<file path="config.mk">
export PLATFORM = sky130hd
export DESIGN_NAME = banked_register_mode_unit
export DESIGN_NICKNAME = d
export VERILOG_FILES = /design/src/design/brmu_pkg.sv /design/src/design/brmu_exec.sv /design/src/design/banked_register_mode_unit.sv
export SDC_FILE = /design/constraint.sdc
export NUM_CORES = 2
export LEC_CHECK = 0
export BUFFER_PORTS_ARGS = -buffer_cell sky130_fd_sc_hd__buf_2
export CAP_MARGIN = 25
export CORE_MARGIN = 3
export CORE_UTILIZATION = 45
export CTS_CLUSTER_SIZE = 12
export DETAILED_ROUTE_END_ITERATION = 8
export SLEW_MARGIN = 0
export SYNTH_ARGS = -nofsm -noshare
export SYNTH_HDL_FRONTEND = slang
export SYNTH_HIERARCHICAL = 1
export SYNTH_SLANG_ARGS = --single-unit
</file>
<file path="constraint.sdc">
create_clock -name clk -period 7.81 [get_ports clk]
set_input_delay 0.781 -clock clk [delete_from_list [all_inputs] [get_ports clk]]
set_output_delay 0.781 -clock clk [all_outputs]
set_load 0.02 [all_outputs]
</file>
<file path="src/design/brmu_pkg.sv">
package brmu_pkg;

  localparam int unsigned NUM_REGS  = 16;
  localparam int unsigned NUM_SLOTS = 6;
  localparam int unsigned NUM_HIGH  = 5;
  localparam int unsigned HIGH_BASE = 8;

  typedef logic [31:0] word_t;
  typedef logic [4:0]  mode_t;
  typedef logic [2:0]  slot_t;
  typedef logic [3:0]  code_t;

  localparam code_t OP_RDREG   = 4'd0;
  localparam code_t OP_WRREG   = 4'd1;
  localparam code_t OP_RDSTAT  = 4'd2;
  localparam code_t OP_WRSTAT  = 4'd3;
  localparam code_t OP_RDSAVED = 4'd4;
  localparam code_t OP_WRSAVED = 4'd5;
  localparam code_t OP_EXCEPT  = 4'd6;
  localparam code_t OP_ERET    = 4'd7;
  localparam code_t OP_COND    = 4'd8;

  localparam code_t REG_SP = 4'd13;
  localparam code_t REG_LR = 4'd14;
  localparam code_t REG_PC = 4'd15;

  localparam mode_t MODE_USER = 5'h10;
  localparam mode_t MODE_FIQ  = 5'h11;
  localparam mode_t MODE_IRQ  = 5'h12;
  localparam mode_t MODE_SVC  = 5'h13;
  localparam mode_t MODE_ABT  = 5'h17;
  localparam mode_t MODE_UND  = 5'h1B;
  localparam mode_t MODE_SYS  = 5'h1F;

  localparam slot_t SLOT_USER = 3'd0;
  localparam slot_t SLOT_FIQ  = 3'd1;
  localparam slot_t SLOT_IRQ  = 3'd2;
  localparam slot_t SLOT_SVC  = 3'd3;
  localparam slot_t SLOT_ABT  = 3'd4;
  localparam slot_t SLOT_UND  = 3'd5;

  localparam word_t IRQ_MASK  = 32'h0000_0080;
  localparam word_t FIQ_MASK  = 32'h0000_0040;
  localparam word_t MODE_BIT4 = 32'h0000_0010;
  localparam word_t CTRL_BYTE = 32'h0000_00FF;
  localparam word_t FLAG_BITS = 32'hFFFF_FF00;
  localparam word_t STATUS_RESET = 32'h0000_00D3;
  localparam word_t ADDR_STEP = 32'd4;

  localparam code_t COND_EQ = 4'h0;
  localparam code_t COND_NE = 4'h1;
  localparam code_t COND_CS = 4'h2;
  localparam code_t COND_CC = 4'h3;
  localparam code_t COND_MI = 4'h4;
  localparam code_t COND_PL = 4'h5;
  localparam code_t COND_VS = 4'h6;
  localparam code_t COND_VC = 4'h7;
  localparam code_t COND_HI = 4'h8;
  localparam code_t COND_LS = 4'h9;
  localparam code_t COND_GE = 4'hA;
  localparam code_t COND_LT = 4'hB;
  localparam code_t COND_GT = 4'hC;
  localparam code_t COND_LE = 4'hD;
  localparam code_t COND_AL = 4'hE;

  typedef struct packed {
    code_t op;
    code_t reg_index;
    word_t data_value;
    word_t vector_addr;
    mode_t new_mode;
    code_t cond_code;
  } item_t;

  typedef struct packed {
    word_t read_data;
    logic  cond_pass;
    mode_t mode_now;
  } result_t;

  function automatic slot_t slot_of(input mode_t m);
    case (m)
      MODE_FIQ: slot_of = SLOT_FIQ;
      MODE_IRQ: slot_of = SLOT_IRQ;
      MODE_SVC: slot_of = SLOT_SVC;
      MODE_ABT: slot_of = SLOT_ABT;
      MODE_UND: slot_of = SLOT_UND;
      default:  slot_of = SLOT_USER;
    endcase
  endfunction

  function automatic logic cond_ok(input word_t st, input code_t c);
    logic n, z, cy, v;
    n  = st[31];
    z  = st[30];
    cy = st[29];
    v  = st[28];
    case (c)
      COND_EQ: cond_ok = z;
      COND_NE: cond_ok = !z;
      COND_CS: cond_ok = cy;
      COND_CC: cond_ok = !cy;
      COND_MI: cond_ok = n;
      COND_PL: cond_ok = !n;
      COND_VS: cond_ok = v;
      COND_VC: cond_ok = !v;
      COND_HI: cond_ok = cy && !z;
      COND_LS: cond_ok = !cy || z;
      COND_GE: cond_ok = (n == v);
      COND_LT: cond_ok = (n != v);
      COND_GT: cond_ok = !z && (n == v);
      COND_LE: cond_ok = z || (n != v);
      COND_AL: cond_ok = 1'b1;
      default: cond_ok = 1'b0;
    endcase
  endfunction

endpackage

</file>
<file path="src/design/brmu_exec.sv">
module brmu_exec (
  input  logic             clk,
  input  logic             rst_n,
  input  logic             en,
  input  brmu_pkg::item_t  item,
  output brmu_pkg::result_t res
);

  brmu_pkg::word_t regs_r [brmu_pkg::NUM_REGS];
  brmu_pkg::word_t regs_nxt [brmu_pkg::NUM_REGS];
  brmu_pkg::word_t stk_r [brmu_pkg::NUM_SLOTS];
  brmu_pkg::word_t stk_nxt [brmu_pkg::NUM_SLOTS];
  brmu_pkg::word_t lnk_r [brmu_pkg::NUM_SLOTS];
  brmu_pkg::word_t lnk_nxt [brmu_pkg::NUM_SLOTS];
  brmu_pkg::word_t ssb_r [brmu_pkg::NUM_SLOTS];
  brmu_pkg::word_t ssb_nxt [brmu_pkg::NUM_SLOTS];
  brmu_pkg::word_t fast_r [brmu_pkg::NUM_HIGH];
  brmu_pkg::word_t fast_nxt [brmu_pkg::NUM_HIGH];
  brmu_pkg::word_t user_r [brmu_pkg::NUM_HIGH];
  brmu_pkg::word_t user_nxt [brmu_pkg::NUM_HIGH];
  brmu_pkg::word_t status_r, status_nxt;
  brmu_pkg::mode_t mode_r, mode_nxt;

  brmu_pkg::slot_t cur_slot, tgt_slot;
  brmu_pkg::word_t saved_cur, wr_word, rd_data;
  brmu_pkg::mode_t sw_mode;
  logic            sw_en, sw_take, pass;

  assign cur_slot  = brmu_pkg::slot_of(mode_r);
  assign saved_cur = ssb_r[cur_slot];
  assign wr_word   = item.data_value | brmu_pkg::MODE_BIT4;

  always_comb begin
    sw_en   = 1'b0;
    sw_mode = mode_r;
    case (item.op)
      brmu_pkg::OP_WRSTAT: begin
        if (mode_r != brmu_pkg::MODE_USER) begin
          sw_en   = 1'b1;
          sw_mode = wr_word[4:0];
        end
      end
      brmu_pkg::OP_EXCEPT: begin
        sw_en   = 1'b1;
        sw_mode = item.new_mode;
      end
      brmu_pkg::OP_ERET: begin
        if (cur_slot != brmu_pkg::SLOT_USER) begin
          sw_en   = 1'b1;
          sw_mode = saved_cur[4:0];
        end
      end
      default: begin
        sw_en = 1'b0;
      end
    endcase
  end

  assign sw_take  = sw_en && (sw_mode != mode_r);
  assign tgt_slot = brmu_pkg::slot_of(sw_mode);

  always_comb begin
    regs_nxt   = regs_r;
    stk_nxt    = stk_r;
    lnk_nxt    = lnk_r;
    ssb_nxt    = ssb_r;
    fast_nxt   = fast_r;
    user_nxt   = user_r;
    status_nxt = status_r;
    mode_nxt   = mode_r;
    rd_data    = '0;
    pass       = 1'b0;

    // bank out the old mode, then bank in the new one
    if (sw_take) begin
      stk_nxt[cur_slot] = regs_r[brmu_pkg::REG_SP];
      lnk_nxt[cur_slot] = regs_r[brmu_pkg::REG_LR];
      for (int i = 0; i < brmu_pkg::NUM_HIGH; i++) begin
        if (mode_r == brmu_pkg::MODE_FIQ) begin
          fast_nxt[i] = regs_r[4'(brmu_pkg::HIGH_BASE + i)];
        end else begin
          user_nxt[i] = regs_r[4'(brmu_pkg::HIGH_BASE + i)];
        end
      end
      regs_nxt[brmu_pkg::REG_SP] = stk_nxt[tgt_slot];
      regs_nxt[brmu_pkg::REG_LR] = lnk_nxt[tgt_slot];
      for (int i = 0; i < brmu_pkg::NUM_HIGH; i++) begin
        regs_nxt[4'(brmu_pkg::HIGH_BASE + i)] =
          (sw_mode == brmu_pkg::MODE_FIQ) ? fast_nxt[i] : user_nxt[i];
      end
      mode_nxt   = sw_mode;
      status_nxt = {status_r[31:5], sw_mode};
    end

    case (item.op)
      brmu_pkg::OP_RDREG: begin
        rd_data = regs_r[item.reg_index];
      end
      brmu_pkg::OP_WRREG: begin
        regs_nxt[item.reg_index] = item.data_value;
      end
      brmu_pkg::OP_RDSTAT: begin
        rd_data = status_r;
      end
      brmu_pkg::OP_WRSTAT: begin
        if (mode_r == brmu_pkg::MODE_USER) begin
          status_nxt = (status_r & brmu_pkg::CTRL_BYTE) |
                       (item.data_value & brmu_pkg::FLAG_BITS);
        end else begin
          status_nxt = wr_word;
        end
      end
      brmu_pkg::OP_RDSAVED: begin
        rd_data = (cur_slot != brmu_pkg::SLOT_USER) ? saved_cur : status_r;
      end
      brmu_pkg::OP_WRSAVED: begin
        if (cur_slot != brmu_pkg::SLOT_USER) begin
          ssb_nxt[cur_slot] = item.data_value;
        end
      end
      brmu_pkg::OP_EXCEPT: begin
        if (tgt_slot != brmu_pkg::SLOT_USER) begin
          ssb_nxt[tgt_slot] = status_r;
        end
        status_nxt = status_nxt | brmu_pkg::IRQ_MASK |
                     ((item.new_mode == brmu_pkg::MODE_FIQ) ? brmu_pkg::FIQ_MASK : '0);
        regs_nxt[brmu_pkg::REG_LR] = item.data_value + brmu_pkg::ADDR_STEP;
        regs_nxt[brmu_pkg::REG_PC] = item.vector_addr - brmu_pkg::ADDR_STEP;
      end
      brmu_pkg::OP_ERET: begin
        if (cur_slot != brmu_pkg::SLOT_USER) begin
          status_nxt = saved_cur;
        end
      end
      brmu_pkg::OP_COND: begin
        pass = brmu_pkg::cond_ok(status_r, item.cond_code);
      end
      default: begin
        rd_data = '0;
      end
    endcase
  end

  assign res.read_data = rd_data;
  assign res.cond_pass = pass;
  assign res.mode_now  = mode_nxt;

  always_ff @(posedge clk) begin
    if (!rst_n) begin
      for (int i = 0; i < brmu_pkg::NUM_REGS; i++) begin
        regs_r[i] <= '0;
      end
      for (int i = 0; i < brmu_pkg::NUM_SLOTS; i++) begin
        stk_r[i] <= '0;
        lnk_r[i] <= '0;
        ssb_r[i] <= '0;
      end
      for (int i = 0; i < brmu_pkg::NUM_HIGH; i++) begin
        fast_r[i] <= '0;
        user_r[i] <= '0;
      end
      status_r <= brmu_pkg::STATUS_RESET;
      mode_r   <= brmu_pkg::MODE_SVC;
    end else if (en) begin
      regs_r   <= regs_nxt;
      stk_r    <= stk_nxt;
      lnk_r    <= lnk_nxt;
      ssb_r    <= ssb_nxt;
      fast_r   <= fast_nxt;
      user_r   <= user_nxt;
      status_r <= status_nxt;
      mode_r   <= mode_nxt;
    end
  end

endmodule

</file>
<file path="src/design/banked_register_mode_unit.sv">
// Channel | Direction | Handshake           | Payload
// in_     | input     | in_valid / in_stall   | op, reg_index, data_value, vector_addr,
//         |           |                       | new_mode, cond_code
// out_    | output    | out_valid / out_stall | read_data, cond_pass, mode_now
//
// One beat per cycle sustained while out_stall is low; a result passes through the input
// register, then the result register behind the combinational register/bank logic.
// All register and bank state lives in flops and updates as the item moves to the result
// register, so the next beat sees it at once.
// Synchronous active-low reset restores supervisor mode, status 0xD3 and zeroed registers.
// out_stall holds the result register; in_stall rises only when the input register is
// full and cannot advance.
module banked_register_mode_unit (
  input  logic        clk,
  input  logic        rst_n,
  input  logic        in_valid,
  output logic        in_stall,
  input  logic [3:0]  in_op,
  input  logic [3:0]  in_reg_index,
  input  logic [31:0] in_data_value,
  input  logic [31:0] in_vector_addr,
  input  logic [4:0]  in_new_mode,
  input  logic [3:0]  in_cond_code,
  output logic        out_valid,
  input  logic        out_stall,
  output logic [31:0] out_read_data,
  output logic        out_cond_pass,
  output logic [4:0]  out_mode_now
);

  brmu_pkg::item_t   item_r;
  brmu_pkg::result_t res;
  brmu_pkg::result_t res_r;
  logic              item_vld_r, item_vld_nxt;
  logic              out_vld_r, out_vld_nxt;
  logic              adv, in_take;

  assign adv     = item_vld_r && (!out_vld_r || !out_stall);
  assign in_stall = item_vld_r && !adv;
  assign in_take = in_valid && !in_stall;

  always_comb begin
    item_vld_nxt = item_vld_r;
    if (in_take) begin
      item_vld_nxt = 1'b1;
    end else if (adv) begin
      item_vld_nxt = 1'b0;
    end
    out_vld_nxt = out_vld_r;
    if (adv) begin
      out_vld_nxt = 1'b1;
    end else if (out_vld_r && !out_stall) begin
      out_vld_nxt = 1'b0;
    end
  end

  always_ff @(posedge clk) begin
    if (!rst_n) begin
      item_vld_r <= 1'b0;
      out_vld_r  <= 1'b0;
    end else begin
      item_vld_r <= item_vld_nxt;
      out_vld_r  <= out_vld_nxt;
    end
  end

  always_ff @(posedge clk) begin
    if (in_take) begin
      item_r.op          <= in_op;
      item_r.reg_index   <= in_reg_index;
      item_r.data_value  <= in_data_value;
      item_r.vector_addr <= in_vector_addr;
      item_r.new_mode    <= in_new_mode;
      item_r.cond_code   <= in_cond_code;
    end
    if (adv) begin
      res_r <= res;
    end
  end

  brmu_exec u_exec (
    .clk   (clk),
    .rst_n (rst_n),
    .en    (adv),
    .item  (item_r),
    .res   (res)
  );

  assign out_valid     = out_vld_r;
  assign out_read_data = res_r.read_data;
  assign out_cond_pass = res_r.cond_pass;
  assign out_mode_now  = res_r.mode_now;

endmodule
</file>
==> results.md <==
- Run status: finished clean
- Die width: 407 µm
- Initial Util: 45.4%
- Nets: 8129
- Final Setup Violations: 0
- Critical path's largest stage delay: 0.89 ns
- Critical path required time: 8.52 ns
- Critical Path Source Type: register
- Post-synth top cells: nand2_1 (2000), dfxtp_1 (1447), a21oi_1 (1124), clkbuf_1 (752), o221ai_1 (385)
- Sw power: 5000 µW
- Total gr overflow: 0
- Cell taking the most area after synthesis: dfxtp_1
- Post-synth EDFFs: 119
- Fraction of layout cells with a size suffix above 1: 10.2%
- RSZ-0062 raised after global routing: false
- Total core area: 159000 µm²
- Comb pwr share: 10.4%
- Cells along the critical path: nand4bb_1 > o311ai_4 > buf_4 > o21ai_1 > a21boi_1 > nand2_1 > maj3_2 > or2_1 > a221oi_4 > buf_4 > o221ai_1 > o211a_1
- # rows: 146
- PnR worst setup slack: 1.20 ns
- Post-route clock period utilization: 84.6%
- Die height: 407 µm
- Final setup skew: 0.0437 ns
- R2r setup slk: 1.20 ns
- Post-synth cell types: 102
- Cell family with most CP delay: compound AO/OA/AOI/OAI gates
- Mean post-synth cell area: 8.50 µm²
- CP arrival: 7.32 ns
- Internal power: 13500 µW
- Top_reg_cell synth: dfxtp_1
- Tot GR Track Use: 33.3%
- DR WL/cell: 27.8 µm
- CTS H-tree depth: 4
- Routability cong.: 0.926
- R2R depth: 12
- Pre-CTS setup slack: 1.52 ns
- Worst Hold Launch: in_reg_index[3]
- Final core occ: 50.1%
- Min-Delay Path Class: in -> reg
- R2R Path Start: u_exec/mode_r[1]$_SDFFE_PN1P_
- Post-Syn Area: 72200 µm²
- Worst skew pair latency: 0.84 ns
- TritonCTS clock tree: yes
- CP max stage cell: nand4bb_1
- Worst-path fanout max: 64
- Synth Instances: 8500
- WHS Endpoint: item_r[76]$_DFFE_PP_
- Initial antenna violation count: 18
- Synth area leaders: dfxtp_1 (40%), nand2_1 (10%), a21oi_1 (7.8%), mux4_2 (5.0%), edfxtp_1 (4.9%)
- Worst-case clock buffer depth: 3
- Worst slew margin: 16.6%
- Detailed Route WL: 285 mm
- Max-slew violation count: 0
- Root buffer cell: clkbuf_16
- Pwr Density: 232 nW/µm²
- YS warnings: 6
- CTS clk-pin slew, worst paths: 0.06 ns
- Yosys top cell area share: 40.1%
- Routing usage on met1: 43.5%
- Most common cell in the netlist: nand2_1
- Sw Ratio: 27.0%
- Io pins: 125
- Port bufs: 124
- Largest net degree at the start of global routing: 236
- Worst Setup End Kind: register
- Via count: 68200
- GR Layer Usage met2: 49.9%
- Seq/Total Area, Yosys: 45.1%
- Post-DP HPWL: 161 mm
- Mapped Nets: 8587
- Post-CTS setup buffers: 0
- Crit Reg-Reg Endpoint: u_exec/ssb_r[124]$_SDFFE_PN0P_
- Synth async-reset ratio: 0%
- Placed cell area: 73700 µm²
- Fmax: 0.151 GHz
- Die ar.: 165000 µm²
- Setup TNS: 0 ns
- Global-route wire length before repair: 419 mm
- Post_cts resized: 0
- DRC Markers: 0
- Final Hold Fails: 0
- Power share of the clock group: 44.7%
- Met3 usage: 8.49%
- Busiest grt layer: met2
- Critical path class: reg -> reg
- Maximum vdd drop: 0.000232 V
- Max-cap viol count: 0
- Final hold slack: 0.128 ns
- Worst Hold Path Cells: 1
- Crit path buf inv count: 2
- Hold_buf cts: 0
- Post-synthesis register bit count: 1566
- CTS sink count: 1566
- Reg power frac: 44.9%
- Router iterations before antenna repair: 8
- Cell area after layout: 79600 µm²
- Final ANT Viol Nets: 0
- Starting DRT DRC Count: 8923
- Most frequent CP cell: buf_4
- Lkg Pwr: 0.0269 µW
- Vias in the first global route: 64200
- Minimum clock period after layout: 6.61 ns
- Area Overhead vs Synth: 10.2%
- Slew at the pin closest to its max-slew limit: 1.25 ns
- Via/cell ratio: 6.65
- TritonCTS buffer count: 169
==> final cells by class <==
class                      instances  area [µm²]
inverter                          24        97.6
multi-input combinational       5967       36200
sequential                      1566       32500
clock inverter                    46         678
fill                           14800       79400
tap                             2072        2590
timing repair buffer             314        2340
antenna                           10        25.0
clock buffer                     264        5040
==> cell families (layout without fill, tap and decap cells) <==
logic type,Yosys count,in the layout,share of synthesized area [%]
AO/OA/AOI/OAI,2772,2772,25.6
flip-flops,1566,1566,45.1
AND/OR/NAND/NOR,2839,2839,16.3
other,0,10,0
XOR/XNOR,31,31,0.376
adder cells (fa/ha/maj),3,3,0.0502
multiplexers,322,322,7.25
buffers and inverters,967,648,5.30
==> how the worst max path moves through the flow <==
stage,startpoint,to,cells past startpoint
3_5_place_dp,u_exec/mode_r[1]$_SDFFE_PN1P_,u_exec/ssb_r[115]$_SDFFE_PN0P_,12
4_1_cts,u_exec/mode_r[1]$_SDFFE_PN1P_,u_exec/ssb_r[115]$_SDFFE_PN0P_,12
2_1_floorplan,out_stall,u_exec/regs_r[352]$_SDFFE_PN0P_,9
3_3_place_gp,u_exec/mode_r[1]$_SDFFE_PN1P_,u_exec/ssb_r[126]$_SDFFE_PN0P_,12
5_1_grt,u_exec/mode_r[1]$_SDFFE_PN1P_,u_exec/ssb_r[124]$_SDFFE_PN0P_,12
6_report,u_exec/mode_r[1]$_SDFFE_PN1P_,u_exec/ssb_r[124]$_SDFFE_PN0P_,12
==> metrics by stage <==
step | cells | power (µW)
after detailed placement | 9940 | 10300
after CTS | 10300 | 18500
after global placement | 9939 | 10300
after global routing | 10300 | 18900
final | 10300 | 18500
after floorplan | 8500 | 9560
==> worst register-to-register path, cell delays in order, from the launching register on <==
cell       delay, ns
dfxtp_1         0.80
nand4bb_1       0.89
o311ai_4        0.70
buf_4           0.43
o21ai_1         0.18
a21boi_1        0.30
nand2_1         0.27
maj3_2          0.62
or2_1           0.68
a221oi_4        0.43
buf_4           0.62
o221ai_1        0.38
o211a_1         0.20
==> placed cells by master (no fill, tap or decap), types with 18 or more instances in the layout <==
cell,instances
nand3_1,260
and2_1,39
mux2i_1,155
edfxtp_1,119
buf_4,169
o21ai_0,310
clkbuf_16,173
a32o_1,34
nor3_1,90
buf_12,18
a22oi_1,30
o21a_1,44
xnor2_1,21
o311ai_0,20
o211a_1,132
clkinv_2,21
o21ai_1,42
a211oi_1,30
nand4_1,33
buf_2,123
o221ai_1,385
nor2_1,266
clkbuf_8,37
inv_1,19
o22a_1,161
o211ai_1,78
a221oi_1,39
a221o_1,68
a21oi_1,1123
nand2b_1,19
a31oi_1,39
clkbuf_1,53
o21bai_1,18
o22ai_1,102
dfxtp_1,1447
mux4_2,160
nand2_1,1988
==> state kept, by name, indices dropped and copies added (netlist names) <==
| register | cells |
|---|---|
| u_exec/ssb_r | 192 |
| u_exec/regs_r | 512 |
| out_read_data | 32 |
| u_exec/fast_r | 160 |
| item_r | 81 |
| out_valid | 1 |
| u_exec/status_r | 32 |
| u_exec/user_r | 160 |
| out_mode_now | 5 |
| u_exec/mode_r | 5 |
| item_vld_r | 1 |
| out_cond_pass | 1 |
| u_exec/lnk_r | 192 |
| u_exec/stk_r | 192 |
==> power by group through the flow <==
stage               Clock [µW]  Combinational (µW)  Sequential, µW
finish                    8260                1910            8290
global route              8670                1980            8300
CTS                       8340                1840            8290
detailed placement           0                1830            8460
global placement             0                1810            8460
floorplan                    0                1150            8410
==> metal layers <==
metal / up-vias / routed length, µm
met5: - / 253
met4: 8 / 18400
met3: 863 / 32600
met2: 4069 / 122000
met1: 33400 / 112000
li1: 29900 / -
No activity file was read; power rests on OpenSTA's default activity.
